## src/rtl/core/b64e_pkg.sv

```systemverilog
package b64e_pkg;

  localparam logic [6:0] PAD_CODE = 7'h3D;

  typedef enum logic [1:0] {
    PH_FIRST  = 2'd0,
    PH_SECOND = 2'd1,
    PH_THIRD  = 2'd2
  } phase_t;

  typedef struct packed {
    logic [1:0]      last_idx;
    logic [3:0][6:0] codes;
    logic            final_msg;
  } job_t;

  function automatic logic [6:0] sextet_char(input logic [5:0] v);
    logic [6:0] c;
    case (v) inside
      [6'd0:6'd25]:  c = 7'h41 + {1'b0, v};
      [6'd26:6'd51]: c = 7'h61 + {1'b0, v} - 7'd26;
      [6'd52:6'd61]: c = 7'h30 + {1'b0, v} - 7'd52;
      6'd62:         c = 7'h2B;
      default:       c = 7'h2F;
    endcase
    return c;
  endfunction

endpackage

```

## src/rtl/core/b64e_front.sv

```systemverilog
module b64e_front
  import b64e_pkg::*;
(
  input  logic       clk,
  input  logic       rst,
  input  logic       take,
  input  logic [7:0] data_byte,
  input  logic       final_byte,
  output job_t       job
);

  phase_t     phase, phase_next;
  logic [3:0] left, left_next;

  // next state
  always_comb begin
    phase_next = phase;
    left_next  = left;
    if (take) begin
      case (phase)
        PH_SECOND: begin
          phase_next = PH_THIRD;
          left_next  = data_byte[3:0];
        end
        PH_THIRD: begin
          phase_next = PH_FIRST;
          left_next  = '0;
        end
        default: begin
          phase_next = PH_SECOND;
          left_next  = {2'b00, data_byte[1:0]};
        end
      endcase
      if (final_byte) begin
        phase_next = PH_FIRST;
        left_next  = '0;
      end
    end
  end

  // outputs: classify the byte into a character word group
  always_comb begin
    job.codes     = {4{PAD_CODE}};
    job.final_msg = final_byte;
    case (phase)
      PH_SECOND: begin
        job.codes[0] = sextet_char({left[1:0], data_byte[7:4]});
        job.codes[1] = sextet_char({data_byte[3:0], 2'b00});
        job.last_idx = final_byte ? 2'd2 : 2'd0;
      end
      PH_THIRD: begin
        job.codes[0] = sextet_char({left, data_byte[7:6]});
        job.codes[1] = sextet_char(data_byte[5:0]);
        job.last_idx = 2'd1;
      end
      default: begin
        job.codes[0] = sextet_char(data_byte[7:2]);
        job.codes[1] = sextet_char({data_byte[1:0], 4'b0000});
        job.last_idx = final_byte ? 2'd3 : 2'd0;
      end
    endcase
  end

  always_ff @(posedge clk) begin
    if (rst) begin
      phase <= PH_FIRST;
      left  <= '0;
    end else begin
      phase <= phase_next;
      left  <= left_next;
    end
  end

endmodule

```

## src/rtl/core/b64e_queue.sv

```systemverilog
module b64e_queue
  import b64e_pkg::*;
#(
  parameter int DEPTH = 2
) (
  input  logic clk,
  input  logic rst,
  input  logic wr,
  input  job_t wr_job,
  output logic full,
  input  logic rd,
  output job_t rd_job,
  output logic empty
);

  localparam int PW = (DEPTH > 1) ? $clog2(DEPTH) : 1;
  localparam int CW = $clog2(DEPTH + 1);
  localparam logic [PW-1:0] LAST_PTR = PW'(DEPTH - 1);
  localparam logic [CW-1:0] FULL_CNT = CW'(DEPTH);

  job_t          slots [DEPTH];
  logic [PW-1:0] wptr, rptr;
  logic [CW-1:0] count;

  assign full   = (count == FULL_CNT);
  assign empty  = (count == '0);
  assign rd_job = slots[rptr];

  always_ff @(posedge clk) begin
    if (wr) begin
      slots[wptr] <= wr_job;
    end
  end

  always_ff @(posedge clk) begin
    if (rst) begin
      wptr  <= '0;
      rptr  <= '0;
      count <= '0;
    end else begin
      if (wr) begin
        wptr <= (wptr == LAST_PTR) ? '0 : wptr + 1'b1;
      end
      if (rd) begin
        rptr <= (rptr == LAST_PTR) ? '0 : rptr + 1'b1;
      end
      if (wr && !rd) begin
        count <= count + 1'b1;
      end else if (rd && !wr) begin
        count <= count - 1'b1;
      end
    end
  end

  assert property (@(posedge clk) disable iff (rst) count <= FULL_CNT)
    else $error("queue count overflow");
  assert property (@(posedge clk) disable iff (rst) !(wr && full && !rd))
    else $error("write into full queue");
  assert property (@(posedge clk) disable iff (rst) !(rd && empty))
    else $error("read from empty queue");

endmodule

```

## src/rtl/core/b64e_back.sv

```systemverilog
module b64e_back
  import b64e_pkg::*;
(
  input  logic       clk,
  input  logic       rst,
  input  logic       q_empty,
  input  job_t       q_job,
  output logic       q_rd,
  input  logic       pop,
  output logic       empty,
  output logic [6:0] char_code,
  output logic       final_char
);

  job_t       job;
  logic       busy;
  logic [1:0] idx;
  logic       at_last;

  assign at_last    = (idx == job.last_idx);
  assign q_rd       = !q_empty && (!busy || (pop && at_last));
  assign empty      = !busy;
  assign char_code  = job.codes[idx];
  assign final_char = job.final_msg && at_last;

  always_ff @(posedge clk) begin
    if (q_rd) begin
      job <= q_job;
    end
  end

  always_ff @(posedge clk) begin
    if (rst) begin
      busy <= 1'b0;
      idx  <= '0;
    end else if (q_rd) begin
      busy <= 1'b1;
      idx  <= '0;
    end else if (busy && pop) begin
      if (at_last) begin
        busy <= 1'b0;
        idx  <= '0;
      end else begin
        idx <= idx + 1'b1;
      end
    end
  end

  assert property (@(posedge clk) disable iff (rst) busy |-> idx <= job.last_idx)
    else $error("character index past end of group");
  assert property (@(posedge clk) disable iff (rst) (busy && pop && !at_last) |=> busy)
    else $error("group dropped before last character");
  assert property (@(posedge clk) disable iff (rst) (!busy && !q_empty) |=> busy)
    else $error("waiting group not loaded");

endmodule

```

## src/rtl/core/base64_stream_encoder.sv

```systemverilog
// Base64 encoder (standard alphabet, '=' padding). Push one message byte per
// word with final_byte set on the last one; pop one ASCII character per word,
// final_char marks the last character of the message. Each byte yields one
// to four characters and the single output port delivers one character per
// cycle while pop is held. A byte's group is written into the queue and then
// loaded into the output register before its first character is poppable.
// Bytes are classified on entry and up to QUEUE_DEPTH encoded groups wait
// behind the character being shifted out; full rises when they are all
// taken. Reset starts a new message.
module base64_stream_encoder
  import b64e_pkg::*;
#(
  parameter int QUEUE_DEPTH = 2
) (
  input  logic       clk,
  input  logic       rst,
  input  logic       push,
  output logic       full,
  input  logic [7:0] data_byte,
  input  logic       final_byte,
  output logic       empty,
  input  logic       pop,
  output logic [6:0] char_code,
  output logic       final_char
);

  job_t fr_job, q_job;
  logic take, q_rd, q_empty;

  assign take = push && !full;

  b64e_front u_front (
    .clk        (clk),
    .rst        (rst),
    .take       (take),
    .data_byte  (data_byte),
    .final_byte (final_byte),
    .job        (fr_job)
  );

  b64e_queue #(
    .DEPTH (QUEUE_DEPTH)
  ) u_queue (
    .clk    (clk),
    .rst    (rst),
    .wr     (take),
    .wr_job (fr_job),
    .full   (full),
    .rd     (q_rd),
    .rd_job (q_job),
    .empty  (q_empty)
  );

  b64e_back u_back (
    .clk        (clk),
    .rst        (rst),
    .q_empty    (q_empty),
    .q_job      (q_job),
    .q_rd       (q_rd),
    .pop        (pop),
    .empty      (empty),
    .char_code  (char_code),
    .final_char (final_char)
  );

endmodule
```

## config.mk

```make
export PLATFORM = sky130hd
export DESIGN_NAME = base64_stream_encoder
export DESIGN_NICKNAME = d
export VERILOG_FILES = /design/src/rtl/core/b64e_pkg.sv /design/src/rtl/core/b64e_front.sv /design/src/rtl/core/b64e_queue.sv /design/src/rtl/core/b64e_back.sv /design/src/rtl/core/base64_stream_encoder.sv
export SDC_FILE = /design/constraint.sdc
export NUM_CORES = 1
export LEC_CHECK = 0
export BUFFER_PORTS_ARGS = -buffer_cell sky130_fd_sc_hd__buf_2
export CORE_ASPECT_RATIO = 0.7
export CORE_UTILIZATION = 50
export CTS_CLUSTER_SIZE = 10
export DETAILED_ROUTE_END_ITERATION = 8
export PLACE_DENSITY = 0.7
export SYNTH_ARGS = -nofsm -noshare
export SYNTH_HDL_FRONTEND = slang
export SYNTH_SLANG_ARGS = --single-unit
```

## constraint.sdc

```tcl
create_clock -name clk -period 2.7 [get_ports clk]
set_input_delay 0.54 -clock clk [delete_from_list [all_inputs] [get_ports clk]]
set_output_delay 0.54 -clock clk [all_outputs]
set_load 0.01 [all_outputs]
```

Word-level counts from Yosys, hierarchy flattened. Memory sizes are Yosys's and may differ from the RTL's. A register that Yosys moved wholly into a read port is not among the register bits. Cells that the tools add are included.

Register bits: 27. Latch bits: 0. RAM bits: 34. ROM bits: 0. Bits of input ports: 13. Output and inout port bits: 10. Logic and storage cells: 169. Memories: 1.

Memories: u_queue.slots (words 2, bits a word 17, rd ports 1, clocked after memory_dff 1, wr ports 1, line b64e_queue.sv:21) `job_t slots [DEPTH];`.

$add $sub $neg: 35. Multiply operators: 0. Div/mod/pow operators: 0. Magnitude comparators: 37. Equality and inequality tests: 8. Shifts and indexed selects: 0. Muxes and demuxes: 42. Bitwise gates (word level): 0. Reductions and logical operators: 37.

Operator list (number): $mux 7 (19); $add 7x6->7 const A (12); $le 6x6->1 const B (12); $add 6x6->7 const A (6); $sub 7x5->7 const B (6); $sub 7x6->7 const B (6); $ge 6x1->1 const B (6); $ge 6x5->1 const B (6); $ge 6x6->1 const B (6); $le 6x5->1 const B (6); $pmux 14 s2 (1); $logic_and 1x1->1 (25); $eq 6x6->1 const B (4); $bmux 7 s2 (1); $mux 2 (6); $mux 3 (4); $pmux 2 s2 (2); $pmux 4 s2 (1); $mux 1 (7); $reduce_bool 2->1 (3); $logic_not 1->1 (5); $add 2x1->2 const B (2); $eq 2x2->1 const B (2); $mux 4 (1); 9 further kinds (10).

Depth between registers and ports, before layout.
Word-level depth: 7. Depth in mapped cells: 10. Gate-level depth less buffers: 9.

Cells and area by module. Synthesis repeated with hierarchy kept, for this count alone.

Cells, all modules: 597. Area, all modules: 6720.2 um2.

By module, submodules not included: b64e_front (times used 1, cells an instance 415, area each 2912.8 um2, sequential area each 120.1 um2); b64e_queue (times used 1, cells an instance 118, area each 2433.6 um2, sequential area each 1961.9 um2); b64e_back (times used 1, cells an instance 63, area each 1360.1 um2, sequential area each 991.0 um2); base64_stream_encoder (times used 1, cells an instance 1, area each 13.8 um2, sequential area each 0.0 um2).

Least setup slack after synthesis. No wires, ideal clock.

Path type: flip-flop to flip-flop. Start: reg u_back.idx[1]. End: reg u_queue.count[1]. Library setup time: 0.070 ns. Arrival: 2.828 ns. Data required time: 2.630 ns. Setup slack: -0.197 ns. Cell stages (with the launch flop): 10. Buffers on the path: 1. Period minus slack after synthesis: 2.897 ns. Cells stage by stage: dfxtp_1 > buf_2 > xor2_1 > nor2_1 > nand2_1 > a21oi_1 > inv_1 > ha_1 > or3_1 > a21oi_1.

Longest elaborated chain between the ends: 7. Elaborated cells on any way between the ends: 9. Those cells by class: eq/ne (1); mux (1); reduce/logical (7).

RTL lines: start, declared (line b64e_back.sv:17) `logic [1:0] idx;`; start signal, assigned (line b64e_back.sv:44) `idx <= idx + 1'b1;`; $eq 2x2->1 (*) (line b64e_back.sv:20) `assign at_last = (idx == job.last_idx);`; $logic_and 1x1->1 (*) (line b64e_back.sv:21) `assign q_rd = !q_empty && (!busy || (pop && at_last));`; $logic_or 1x1->1 (*) (line b64e_back.sv:21); $logic_and 1x1->1 (*) (line b64e_back.sv:21); net q_rd (line base64_stream_encoder.sv:28) `logic take, q_rd, q_empty;`; $logic_not 1->1 (line b64e_queue.sv:47) `if (wr && !rd) begin`; $logic_and 1x1->1 (line b64e_queue.sv:47); $mux 2 or $reduce_bool 2->1 (tied branches); end signal, assigned (line b64e_queue.sv:48) `count <= count + 1'b1;`; end signal, assigned (line b64e_queue.sv:50) `count <= count - 1'b1;`; end, declared (line b64e_queue.sv:23) `logic [CW-1:0] count;`.

The timed path passes the listed nets; every way through them passes the cells marked *. A chain may end at the register's enable or synchronous reset.

==> results.sh <==
export IMPL_status="finished clean"
export IMPL_num_vias=4388
export IMPL_clockBufferDepth=2
export IMPL_finalWeightedCongestion=0.9409
export IMPL_htreeDepth=3
export IMPL_synth_edff_count=51
export IMPL_cp_slowest_cell="or4_1"
export IMPL_setup_viol=0
export IMPL_highest_layer="met4"
export IMPL_cp_max_fo=9
export IMPL_diodes=0
export IMPL_drt_met1_wl_um=6656
export IMPL_cp_end_kind="register"
export IMPL_drv_cap=0
export IMPL_synth_most_common_cell="edfxtp_1"
export IMPL_cp_slowest_stage_delay_ns=0.53
export IMPL_cp_buffers_inverters=2
export IMPL_cts_hold_buf=0
export IMPL_cp_required_ns=2.75
export IMPL_wl_met3_um=1087
export IMPL_crit_arrival_ns=2.60
export IMPL_synth_top_cell_by_area="edfxtp_1"
export IMPL_seq_area_frac_synth_pct=36.28
export IMPL_netlist_area_um2=4938
export IMPL_p_per_area_nw_per_um2=653.9
export IMPL_cts_buffers=9
export IMPL_worst_slew_pin_slew_ns=0.8164
export IMPL_dieArea_um2=10280
export IMPL_synth_ff_type="edfxtp_1"
export IMPL_grt_usage_pct=27.90
export IMPL_async_flop_share_pct=0
export IMPL_cts_tree="done"
export IMPL_syn_avg_cell_area_um2=9.407
export IMPL_start_kind="register"
export IMPL_ys_types=79
export IMPL_path_cells="inv_1 -> buf_4 -> ha_1 -> a221oi_2 -> a31oi_4 -> or4_1 -> nand3_1 -> nand3_1"
export IMPL_synth_nets=571
export IMPL_vdd_drop_max_v=0.0003725
export IMPL_dp_slack_ns=-0.005335
export IMPL_grt_max_degree=21
export IMPL_fp_row_count=29
export IMPL_root_buffer="clkbuf_16"
export IMPL_via_per_inst=5.962
export IMPL_boundaryPins=23
export IMPL_rsz0062_at_grt="false"
export IMPL_synth_top_area_share_pct=31.01
export IMPL_drt_total_wl_um=13590
export IMPL_layout_drive_gt1_share_pct=25.98
export IMPL_synth_warnings=0
export IMPL_worstSetupPathType="reg2reg"
export IMPL_place_hpwl_um=10520
export IMPL_cts_setup_buffers=0
export IMPL_start_util_pct=52.96
export IMPL_cp_top_family="simple AND/OR/NAND/NOR gates"
export IMPL_wl_per_cell_um=18.46
export IMPL_ys_ff_latch=64
export IMPL_insertion_delay_ns=0.32
export IMPL_antenna_found_initial=0
export IMPL_core_um2=9325
export IMPL_slew_headroom_pct=45.50
export IMPL_syn_to_final_growth_pct=21.86
export IMPL_hold_slack_ns=0.5099
export IMPL_maxSlewViolCount=0
export IMPL_path_common_cell="nand3_1"
export IMPL_clkTransAtPathRegs_ns=0.05
export IMPL_ant_nets=0
export IMPL_drtPass1Iterations=5
export IMPL_grt_pass1_vias=4191
export IMPL_io_buffers=22
export IMPL_drt_initial_drc_count=619
export IMPL_synthTopCellsByArea="edfxtp_1, ha_1, dfxtp_1, xnor2_1, mux2_2"
export IMPL_die_h_um=85.15
export IMPL_leakagePower_nw=2.320
export IMPL_skew_ns=0.004596
export IMPL_cts_resized=0
export IMPL_grt_pass1_wl_um=22160
export IMPL_final_hold_violation_count=0
export IMPL_period_share_pct=94.15
export IMPL_grt_overflow_total=0
export IMPL_met2_length_um=5723
export IMPL_cts_num_sinks=64
export IMPL_route_detailed_drc=0
export IMPL_fin_ws_ns=0.1578
export IMPL_yosys_top_cells_count="edfxtp_1, nand2_1, nor2_1, ha_1, xnor2_1"
export IMPL_die_width_um=120.8
export IMPL_total_power_mw=3.935
export IMPL_nNetsFinal=653
export IMPL_max_freq_mhz=393.4
export IMPL_synthCells=525
export IMPL_min_period_ns=2.542
export IMPL_worst_hold_path_type="reg2reg"
-- per-stage QoR --
| stage | setup TNS (ns) | area [µm²] | util [%] | instances |
|---|---|---|---|---|
| final | 0 | 6018 | 64.54 | 736 |
| after global routing | 0 | 6018 | 64.54 | 736 |
| after CTS | 0 | 6013 | 64.48 | 736 |
| after detailed placement | -0.01899 | 5693 | 61.05 | 720 |
| after global placement | -0.1847 | 5693 | 61.05 | 720 |
| after floorplan | -0.004507 | 4950 | - | 525 |
-- power by group --
part	leakage, nW	switching (mW)	internal (mW)	total (mW)
Sequential	0.579	0.115	1.39	1.50
Combinational	1.60	0.690	0.531	1.22
Clock	0.146	0.405	0.806	1.21
-- worst reg2reg max path, cell delays in order (launching register included) --
cell,delay [ns]
dfxtp_1,0.46
inv_1,0.16
buf_4,0.17
ha_1,0.26
a221oi_2,0.38
a31oi_4,0.11
or4_1,0.53
nand3_1,0.11
nand3_1,0.09
-- per-layer routing --
| layer | vias up | track usage, % |
|---|---|---|
| met5 | - | 0 |
| met4 | 0 | 6.285 |
| met3 | 16 | 5.376 |
| met2 | 188 | 41.80 |
| met1 | 2061 | 41.52 |
| li1 | 2123 | - |
-- worst paths after layout --
| path | startpoint | to | slack [ns] | cells after the start |
|---|---|---|---|---|
| worst max-delay path | u_front.left[0] | u_queue.slots[0][1] | 0.16 | 8 |
| worst min-delay path | u_back.busy | u_back.busy | 0.51 | 2 |
| worst max register to register | u_front.left[0] | u_queue.slots[0][1] | 0.16 | 8 |
| worst min register to register | u_back.busy | u_back.busy | 0.51 | 2 |
-- sequential cells by signal, indices dropped and copies added (netlist names) --
name           flops
u_back.busy        1
u_back.idx         2
u_back.job        17
u_front.left       4
u_front.phase      2
u_queue.count      2
u_queue.rptr       1
u_queue.slots     34
u_queue.wptr       1
-- cell families (layout without fill, tap and decap cells) --
kind of cell,count (synthesis),in the layout,share of synthesized area [%]
xor+xnor,31,31,5.498
flops,64,64,36.28
simple gates,189,189,19.64
mux,26,26,5.726
fa+ha+maj,33,33,8.361
compound gates,124,124,19.21
buf+inv,58,145,5.295
-- area by class of cell --
| type | instances | area (µm²) |
|---|---|---|
| Fill cell | 741 | 3307 |
| Multi-Input combinational cell | 403 | 2900 |
| Tap cell | 124 | 155.1 |
| Clock buffer | 9 | 225.2 |
| Inverter | 24 | 92.59 |
| Timing Repair Buffer | 105 | 758.2 |
| Clock inverter | 7 | 95.09 |
| Sequential cell | 64 | 1792 |
-- cell usage in the layout (no fill, tap or decap), types with 9 or more instances in the layout --
| cell | instances |
|---|---|
| nand3_1 | 22 |
| nor2_1 | 41 |
| clkbuf_16 | 9 |
| a21oi_1 | 15 |
| inv_1 | 20 |
| a31oi_1 | 13 |
| nand2_1 | 45 |
| buf_2 | 22 |
| buf_4 | 81 |
| nor3_1 | 13 |
| o21ai_0 | 19 |
| dfxtp_1 | 13 |
| mux2_2 | 17 |
| ha_1 | 33 |
| nor2b_1 | 11 |
| edfxtp_1 | 51 |
| xnor2_1 | 24 |
| a211o_1 | 9 |
(Power assumes the default switching activity.)
